### src/bsws_pkg.sv
// ----------------------------------------------------------------------------
// bsws_pkg - shared types and constants for the bounded search stack
// Beat layouts, command and status codes, and the storage geometry.
// ----------------------------------------------------------------------------
package bsws_pkg;

	localparam int DEPTH = 8;
	localparam int DATA_W = 32;
	localparam int IDX_W = (DEPTH > 1) ? $clog2(DEPTH) : 1;
	localparam int CNT_W = $clog2(DEPTH + 1);
	localparam int ENTRY_IDX_W = 3;

	typedef enum logic [1:0] {
		CMD_PUSH   = 2'd0,
		CMD_POP    = 2'd1,
		CMD_DUMP   = 2'd2,
		CMD_SEARCH = 2'd3
	} cmd_t;

	typedef enum logic [1:0] {
		ST_OK       = 2'd0,
		ST_FULL     = 2'd1,
		ST_EMPTY    = 2'd2,
		ST_NOTFOUND = 2'd3
	} status_t;

	typedef struct packed {
		logic [1:0]               cmd;
		logic signed [DATA_W-1:0] data_value;
	} req_t;

	typedef struct packed {
		logic [1:0]               status;
		logic signed [DATA_W-1:0] entry_value;
		logic [ENTRY_IDX_W-1:0]   entry_index;
		logic                     last_flag;
	} rsp_t;

endpackage

### src/bsws_ram.sv
// ----------------------------------------------------------------------------
// bsws_ram - generic single-write, single-read RAM
// One write port, one read port, read data registered.
// ----------------------------------------------------------------------------
module bsws_ram #(
	parameter int WIDTH = 32,
	parameter int DEPTH = 8
) (
	input  logic                                       clk,
	input  logic                                       we,
	input  logic [((DEPTH > 1) ? $clog2(DEPTH) : 1)-1:0] waddr,
	input  logic [WIDTH-1:0]                           wdata,
	input  logic [((DEPTH > 1) ? $clog2(DEPTH) : 1)-1:0] raddr,
	output logic [WIDTH-1:0]                           rdata
);

	logic [WIDTH-1:0] mem_q [DEPTH];

	always_ff @(posedge clk) begin
		if (we) begin
			mem_q[waddr] <= wdata;
		end
		rdata <= mem_q[raddr];
	end

endmodule

### src/bounded_stack_with_search.sv
// ----------------------------------------------------------------------------
// bounded_stack_with_search - LIFO stack of signed words with linear search
// Push, pop, dump (bottom to top) and first-match search over a RAM.
// ----------------------------------------------------------------------------
// Push and pop: the result waits in res_q from acceptance and EMIT moves it
// into the output register. Dump: the RAM read register feeds the output
// register, one beat per cycle while the output slot is free, set by the
// single RAM read port. Search: one entry compared per cycle up to a match or
// the top, then EMIT; an empty stack goes straight to EMIT. A new command is
// taken the cycle after the previous command's last beat moves into the output register.
// Reset: fill count cleared (stack empty); RAM contents stay undefined.
module bounded_stack_with_search (
	input  logic          clk,
	input  logic          arst_n,
	input  logic          req_valid,
	output logic          req_stall,
	input  bsws_pkg::req_t req,
	output logic          rsp_valid,
	input  logic          rsp_stall,
	output bsws_pkg::rsp_t rsp
);
	import bsws_pkg::*;

	// IDLE  : takes a command; push/pop done here, walks start here
	// DUMP  : RAM data for idx_q present; emits one beat per free slot
	// SRCH  : RAM data for idx_q present; compares, one entry a cycle
	// EMIT  : single result waits in res_q for the output register
	typedef enum logic [1:0] {
		S_IDLE,
		S_DUMP,
		S_SRCH,
		S_EMIT
	} state_t;

	state_t                state_q;
	logic [CNT_W-1:0]      fill_q;
	logic [IDX_W-1:0]      idx_q;
	logic [DATA_W-1:0]     key_q;
	rsp_t                  res_q;
	logic                  out_valid_q;
	rsp_t                  out_q;

	logic                  accept;
	logic                  slot_free;
	logic                  out_load;
	logic                  is_full;
	logic                  is_last;
	status_t               start_status;
	logic                  ram_we;
	logic [IDX_W-1:0]      ram_waddr;
	logic [IDX_W-1:0]      ram_raddr;
	logic [DATA_W-1:0]     ram_rdata;

	// Output register can load when empty or drained this cycle
	assign slot_free = !out_valid_q || !rsp_stall;
	// DUMP and EMIT put a beat into a free output slot
	assign out_load  = (state_q == S_DUMP) || (state_q == S_EMIT);
	assign req_stall = (state_q != S_IDLE);
	assign accept    = req_valid && (state_q == S_IDLE);
	assign is_full   = (fill_q == CNT_W'(DEPTH));
	assign is_last   = ((CNT_W'(idx_q) + CNT_W'(1)) == fill_q);

	// Status of the single result, or of an empty walk, decided at accept
	always_comb begin
		unique case (req.cmd)
			CMD_PUSH:   start_status = is_full ? ST_FULL : ST_OK;
			CMD_POP:    start_status = (fill_q == '0) ? ST_EMPTY : ST_OK;
			CMD_DUMP:   start_status = (fill_q == '0) ? ST_EMPTY : ST_OK;
			CMD_SEARCH: start_status = (fill_q == '0) ? ST_NOTFOUND : ST_OK;
			default:    start_status = ST_OK;
		endcase
	end

	// Push writes straight at the top slot; the next command waits for the
	// EMIT state, so a read never races this write.
	assign ram_we    = accept && (req.cmd == CMD_PUSH) && !is_full;
	assign ram_waddr = IDX_W'(fill_q);

	// Read address: start at the bottom from IDLE, advance when the current
	// entry is consumed, otherwise re-read to hold data under back-pressure.
	always_comb begin
		unique case (state_q)
			S_IDLE: ram_raddr = '0;
			S_DUMP: ram_raddr = slot_free ? idx_q + IDX_W'(1) : idx_q;
			S_SRCH: ram_raddr = idx_q + IDX_W'(1);
			S_EMIT: ram_raddr = idx_q;
			default: ram_raddr = '0;
		endcase
	end

	bsws_ram #(
		.WIDTH(DATA_W),
		.DEPTH(DEPTH)
	) u_ram (
		.clk  (clk),
		.we   (ram_we),
		.waddr(ram_waddr),
		.wdata(req.data_value),
		.raddr(ram_raddr),
		.rdata(ram_rdata)
	);

	always_ff @(posedge clk or negedge arst_n) begin
		if (!arst_n) begin
			state_q     <= S_IDLE;
			fill_q      <= '0;
			idx_q       <= '0;
			key_q       <= '0;
			res_q       <= '0;
			out_valid_q <= 1'b0;
			out_q       <= '0;
		end else begin
			if (slot_free) begin
				out_valid_q <= out_load;
			end
			unique case (state_q)
				S_IDLE: begin
					if (accept) begin
						idx_q <= '0;
						key_q <= req.data_value;
						res_q <= '{status: start_status, entry_value: '0,
							entry_index: '0, last_flag: 1'b1};
						unique case (req.cmd)
							CMD_PUSH: begin
								if (!is_full) begin
									fill_q <= fill_q + CNT_W'(1);
								end
								state_q <= S_EMIT;
							end
							CMD_POP: begin
								if (fill_q != '0) begin
									fill_q <= fill_q - CNT_W'(1);
								end
								state_q <= S_EMIT;
							end
							CMD_DUMP: begin
								if (fill_q == '0) begin
									state_q <= S_EMIT;
								end else begin
									state_q <= S_DUMP;
								end
							end
							CMD_SEARCH: begin
								if (fill_q == '0) begin
									state_q <= S_EMIT;
								end else begin
									state_q <= S_SRCH;
								end
							end
							default: state_q <= S_EMIT;
						endcase
					end
				end
				S_DUMP: begin
					if (slot_free) begin
						out_q.status      <= ST_OK;
						out_q.entry_value <= ram_rdata;
						out_q.entry_index <= ENTRY_IDX_W'(idx_q);
						out_q.last_flag   <= is_last;
						idx_q             <= idx_q + IDX_W'(1);
						if (is_last) begin
							state_q <= S_IDLE;
						end
					end
				end
				S_SRCH: begin
					// first match from the bottom wins
					if (ram_rdata == key_q) begin
						res_q.entry_index <= ENTRY_IDX_W'(idx_q);
						state_q           <= S_EMIT;
					end else if (is_last) begin
						res_q.status <= ST_NOTFOUND;
						state_q      <= S_EMIT;
					end else begin
						idx_q <= idx_q + IDX_W'(1);
					end
				end
				S_EMIT: begin
					if (slot_free) begin
						out_q   <= res_q;
						state_q <= S_IDLE;
					end
				end
				default: state_q <= S_IDLE;
			endcase
		end
	end

	assign rsp_valid = out_valid_q;
	assign rsp       = out_q;

endmodule

### config.mk
export PLATFORM = sky130hd
export DESIGN_NAME = bounded_stack_with_search
export DESIGN_NICKNAME = d
export VERILOG_FILES = /design/src/bsws_pkg.sv /design/src/bsws_ram.sv /design/src/bounded_stack_with_search.sv
export SDC_FILE = /design/constraint.sdc
export NUM_CORES = 1
export LEC_CHECK = 0
export ABC_AREA = 1
export ABC_CLOCK_PERIOD_IN_PS = 4200
export BUFFER_PORTS_ARGS = -buffer_cell sky130_fd_sc_hd__buf_2
export CORE_ASPECT_RATIO = 0.6
export CORE_MARGIN = 4
export CORE_UTILIZATION = 45
export CTS_BUF_LIST = sky130_fd_sc_hd__clkbuf_4 sky130_fd_sc_hd__clkbuf_8
export DETAILED_ROUTE_END_ITERATION = 10
export GPL_ROUTABILITY_DRIVEN = 0
export GPL_TIMING_DRIVEN = 0
export SLEW_MARGIN = 20
export SYNTH_ARGS = -nofsm -noshare
export SYNTH_HDL_FRONTEND = slang
export SYNTH_SLANG_ARGS = --single-unit
### constraint.sdc
create_clock -name clk -period 4.2 [get_ports clk]
set_input_delay 0 -clock clk [delete_from_list [all_inputs] [get_ports clk]]
set_output_delay 0 -clock clk [all_outputs]
set_load 0.02 [all_outputs]
==> results of run 1 <==
==> layer usage <==
layer / up-vias / wire length [µm]
li1: 5183 / -
met1: 5197 / 20640
met2: 355 / 17590
met3: 66 / 3173
met4: 0 / 760
met5: - / 0
==> cells in the final DEF (no fill, tap or decap), types with 3 or more instances in the layout <==
| cell | n |
|---|---|
| a31oi_1 | 4 |
| xor2_1 | 6 |
| buf_6 | 7 |
| a21oi_1 | 7 |
| o21ai_0 | 54 |
| o31ai_1 | 7 |
| buf_2 | 109 |
| clkinv_1 | 6 |
| buf_4 | 15 |
| inv_1 | 162 |
| dfrtp_1 | 86 |
| nand3_1 | 41 |
| clkbuf_4 | 20 |
| nand2_1 | 493 |
| clkinv_2 | 3 |
| xnor2_1 | 28 |
| ha_1 | 13 |
| dlygate4sd3_1 | 37 |
| clkbuf_1 | 22 |
| nor2_1 | 28 |
| o211ai_1 | 128 |
| nor2_4 | 6 |
| buf_16 | 8 |
| edfxtp_1 | 256 |
| dfxtp_1 | 32 |
| clkbuf_8 | 71 |
==> cell families after synthesis <==
kind of cell,share of synthesized area [%]
compound gates,8.758
xor+xnor,1.912
fa+ha+maj,1.173
buf+inv,6.307
flops,67.30
simple gates,14.55
==> cell type report <==
type	instances	area, µm²
tap	459	574.3
clock buffer	91	1127
fill	2978	15410
timing repair buffer	134	1112
buffer	69	360.3
inverter	165	621.8
sequential	374	10480
clock inverter	10	45.04
multi-input combinational	830	4165
==> flip-flops by register name, indices dropped and copies added, names as in the netlist <==
name         flops
u_ram.mem_q    256
rsp             38
key_q           32
u_ram.rdata     32
res_q            6
fill_q           4
idx_q            3
state_q          2
rsp_valid        1
==> power groups by stage <==
stage | clock [mW] | sequential, mW | combinational (mW)
CTS | 3.15 | 4.95 | 4.66
floorplan | 0 | 5.13 | 2.77
global placement | 0 | 5.01 | 4.51
detailed placement | 0 | 5.02 | 4.62
global route | 3.34 | 5.01 | 5.20
finish | 3.10 | 4.95 | 4.67
==> critical path, cell delays in order, from the launching register on <==
cell and delay (ns):
dfrtp_1 0.41, inv_1 0.12, ha_1 0.23, nand2_1 0.12, clkbuf_1 0.33, nor2_1 0.24
nand2_1 0.22, nor3_2 0.62, buf_4 0.32, buf_4 0.21
==> through the flow <==
step           TNS, ns  worst slack (ns)
2_1_floorplan        0            0.3107
3_3_place_gp   -253.56            -2.236
3_5_place_dp         0             1.155
4_1_cts              0             1.128
5_1_grt              0            0.9104
6_report             0             1.070
==> path summary, 6_finish.rpt <==
path | endpoint | cells past startpoint | slack [ns]
max | u_ram.mem_q[1][24]$_DFFE_PP_ | 9 | 1.07
min | res_q[36]$_DFFE_PN0P_ | 5 | 0.06
max reg2reg | u_ram.mem_q[1][24]$_DFFE_PP_ | 9 | 1.07
min reg2reg | rsp[26]$_DFFE_PN0P_ | 2 | 0.47
max in group asynchronous | rsp[8]$_DFFE_PN0P_ | 4 | 2.63
min in group asynchronous | key_q[3]$_DFFE_PN0P_ | 4 | 0.51
==> impl_metrics.yaml, run 1 <==
run_status:
  status: "finished clean"
placed_design:
  dp.cells: 1994
  port_buffers: 77
  dp_hpwl_um: 28700
  place_area_um2: 16940
global_routing:
  grt_pass1_wl_um: 64670
  grtUsageMet1_pct: 35.66
  grt_max_degree: 71
  grt_overflow_total: 0
  grt_busiest_layer: "met1"
  use_met3_pct: 4.950
  grt_pass1_vias: 10690
  grt_util_met2_pct: 32.05
  grt.total_usage_pct: 22.60
  grt_antenna_before_repair: 0
drt:
  via_count: 10800
  antenna_left: 0
  wire_per_inst_um: 19.78
  first_pass_iters: 5
  vias_per_cell: 5.066
  drtIter0Drc: 1015
  drc: 0
  drt_wl_total_um: 42160
timing:
  worst_pin_slew_ns: 0.8814
  setup_viol: 0
  rsz0062_at_grt: "no"
  period_share_pct: 74.52
  finalHoldViolCount: 0
  slew_headroom_pct: 41.24
  fin_skew_ns: 0.02725
  finalCriticalPeriod_ns: 3.130
  slew_violations: 0
  hold_ws_ns: 0.05923
  max_freq_mhz: 319.5
yosys:
  ys_ff_latch: 374
  synth_edf_count: 256
  avgSynthCellArea_um2: 10.83
  synth_area_leaders: "edfxtp_1 49%, dfrtp_1 14%, nand2_1 12%, o211ai_1 6.2%, dfxtp_1 4.1%"
  synth-main-ff-cell: "edfxtp_1"
  synthesis.nets: 1490
  synth_top_area_cell: "edfxtp_1"
  yosys_warnings: 0
  yosysSeqAreaShare_pct: 67.30
  synth-async-reset-ratio_pct: 22.99
  synth_area_um2: 15570
  synth_common_cells: "493 x nand2_1, 256 x edfxtp_1, 162 x inv_1"
  synth_top_area_share_pct: 49.37
  synthCells: 1438
  yosysMostFrequentCell: "nand2_1"
  synth_cell_types: 32
worst_setup_path:
  critPathMaxFanout: 10
  crit-reg2reg-launch: "state_q[0]$_DFFE_PN0P_"
  crit_start: "state_q[0]$_DFFE_PN0P_"
  arrival_ns: 3.43
  critPathKind: "reg -> reg"
  cp_data_required_time_ns: 4.50
  end_kind: "register"
  start_kind: "register"
floorplanning:
  rows: 52
  core-area_um2: 33900
  start_util_pct: 45.94
  die_area_um2: 37740
  die_x_um: 248.2
  die_h_um: 152.1
  ios: 78
power_and_ir_drop:
  switching_power_mw: 5.028
  leakagePower_nw: 8.013
  p_int_mw: 7.692
  vdd_drop_max_uv: 335.8
  powerDensity_nw_per_um2: 688.1
  combPwrFrac_pct: 36.7
  swShare_pct: 39.53
  p_seq_share_pct: 38.9
  power.total_mw: 12.72
  p_clk_share_pct: 24.4
finish:
  final_nets: 1680
  diodes: 0
  areaGrowthSynthToFinish_pct: 18.71
  drive_above_1_share_pct: 15.18
  fin_util_pct: 54.54
  final_cell_count_no_fill: 2132
  stdcell_area_um2: 18490
clocking:
  cts_hold_buf: 37
  cts.repair.resized: 0
  tritoncts: "done"
  htreeDepth: 2
  clk_path_buf_depth: 3
  postCtsSetupBuffers: 0
  clkTransAtPathRegs_ns: 0.07
  numCtsBuffers: 54
  cts_num_sinks: 374
  clockRootBuffer: "clkbuf_8"
  clk_latency_ns: 0.61
worst_hold_path:
  hp-start: "req[33]"
  hp-class: "in -> reg"
job:
  maxCapViolCount: 0
(Power assumes the default switching activity.)
==> inputs of run 2 (changes only) <==
- ABC_CLOCK_PERIOD_IN_PS: 4200 -> 3100
- clock period: 4.2 -> 3.1 ns (I/O delays scaled with it)
==> impl_metrics.yaml, run 2 (synthesized netlist as in run 1, its figures left out) <==
clocking:
  htreeDepth: 2
  cts_hold_buf: 37
  clkTransAtPathRegs_ns: 0.06
  cts.repair.resized: 0
  clockRootBuffer: "clkbuf_8"
  postCtsSetupBuffers: 0
  clk_latency_ns: 0.62
  clk_path_buf_depth: 3
  tritoncts: "done"
  cts_num_sinks: 374
  numCtsBuffers: 54
finish:
  diodes: 0
  top_register: "u_ram.mem_q"
  largest_reg_flops: 256
  drive_above_1_share_pct: 15.10
  final_nets: 1675
  areaGrowthSynthToFinish_pct: 18.75
  final_common_cell: "nand2_1"
  layout_common_cells: "493 x nand2_1, 256 x edfxtp_1, 162 x inv_1"
run_status:
  status: "finished clean"
global_routing:
  grt_pass1_wl_um: 63910
  grt.total_usage_pct: 22.41
  grt_overflow_total: 0
  grt_antenna_before_repair: 0
  grt_max_degree: 61
  grt_pass1_vias: 10540
drt:
  drc: 0
  wire_per_inst_um: 19.74
  via_count: 10860
  drt_wl_total_um: 42000
  drtIter0Drc: 1016
  antenna_left: 0
  vias_per_cell: 5.104
  first_pass_iters: 5
power_and_ir_drop:
  vdd_drop_max_uv: 479.9
  swShare_pct: 39.37
  power.total_mw: 17.28
  combPwrFrac_pct: 36.7
  p_seq_share_pct: 38.8
  leakagePower_nw: 8.009
  p_int_mw: 10.47
  switching_power_mw: 6.801
  powerDensity_nw_per_um2: 934.2
  p_clk_share_pct: 24.5
worst_setup_path:
  arrival_ns: 3.28
  crit_start: "state_q[0]$_DFFE_PN0P_"
  worstRegToRegCells: 9
  critPathKind: "reg -> reg"
  critPathMaxFanout: 10
  r2r_end: "u_ram.mem_q[1][18]$_DFFE_PP_"
  end_kind: "register"
  start_kind: "register"
  crit-reg2reg-launch: "state_q[0]$_DFFE_PN0P_"
  reg2reg_slack_ns: 0.13
  cp_data_required_time_ns: 3.41
  crit_path_end: "u_ram.mem_q[1][18]$_DFFE_PP_"
timing:
  max_freq_mhz: 336.3
  rsz0062_at_grt: "no"
  setup_viol: 0
  finalHoldViolCount: 0
  layout_setup_ws_ns: 0.1268
  period_share_pct: 95.91
  worst_pin_slew_ns: 0.8841
  fin_skew_ns: 0.02223
  slew_headroom_pct: 41.06
  slew_violations: 0
  finalCriticalPeriod_ns: 2.973
placed_design:
  dp_hpwl_um: 28150
  pre_cts_slack_ns: 0.1640
  port_buffers: 77
floorplanning:
  start_util_pct: 45.94
  die_h_um: 152.1
  core-area_um2: 33900
  rows: 52
  ios: 78
  die_area_um2: 37740
  die_x_um: 248.2
job:
  maxCapViolCount: 0
worst_hold_path:
  hp-class: "in -> reg"
==> run 2: power by group through the flow <==
stage / sequential (mW) / clock, mW / combinational, mW
global route: 6.79 / 4.56 / 7.05
floorplan: 6.96 / 0 / 3.76
CTS: 6.70 / 4.32 / 6.35
detailed placement: 6.79 / 0 / 6.28
finish: 6.70 / 4.24 / 6.33
global placement: 6.79 / 0 / 6.09
==> run 2: cell type report <==
type	count	area (µm²)
buffer	69	360.3
clock buffer	88	1061
clock inverter	14	122.6
fill	2955	15400
inverter	165	621.8
multi-input combinational	830	4178
sequential	374	10480
tap	459	574.3
timing repair buffer	129	1095
==> run 2: critical path, stage by stage (launching register included) <==
cell and delay [ns]:
dfrtp_1 0.42, inv_1 0.12, ha_1 0.22, nand2_1 0.11, clkbuf_1 0.34, nor2_1 0.23, nand2_1 0.25, nor3_4 0.55
buf_6 0.24, buf_8 0.17
==> run 2: stage by stage <==
| step | setup TNS (ns) | hold WS [ns] | util [%] | instance area, µm² | instances |
|---|---|---|---|---|---|
| 6_report | 0 | 0.08209 | 54.55 | 18490 | 2128 |
| 5_1_grt | 0 | 0.1201 | 54.55 | 18490 | 2128 |
| 4_1_cts | 0 | 0.05987 | 54.55 | 18490 | 2128 |
| 3_5_place_dp | 0 | -0.1131 | 49.94 | 16930 | 1989 |
| 3_3_place_gp | -405.49 | 0.2898 | 48.80 | 16540 | 1974 |
| 2_1_floorplan | 0 | -0.2956 | - | 15580 | 1438 |
==> run 2: layer usage <==
| metal | routed length (µm) | up-vias | GRT usage [%] |
|---|---|---|---|
| met3 | 4040 | 63 | 5.619 |
| met5 | 0 | - | 0 |
| met4 | 794 | 0 | 5.391 |
| met2 | 17480 | 427 | 31.74 |
| li1 | - | 5182 | - |
| met1 | 19690 | 5190 | 34.70 |
==> run 2: worst min path at each step <==
stage	start	end	slack, ns	cells after the start
global placement	req[30]	u_ram.mem_q[0][30]$_DFFE_PP_	0.29	1
floorplan	arst_n	fill_q[0]$_DFFE_PN0P_	-0.30	0
finish	req[32]	res_q[36]$_DFFE_PN0P_	0.08	5
CTS	req[32]	res_q[36]$_DFFE_PN0P_	0.06	5
detailed placement	arst_n	rsp[11]$_DFFE_PN0P_	-0.11	1
global route	req[33]	res_q[36]$_DFFE_PN0P_	0.12	5
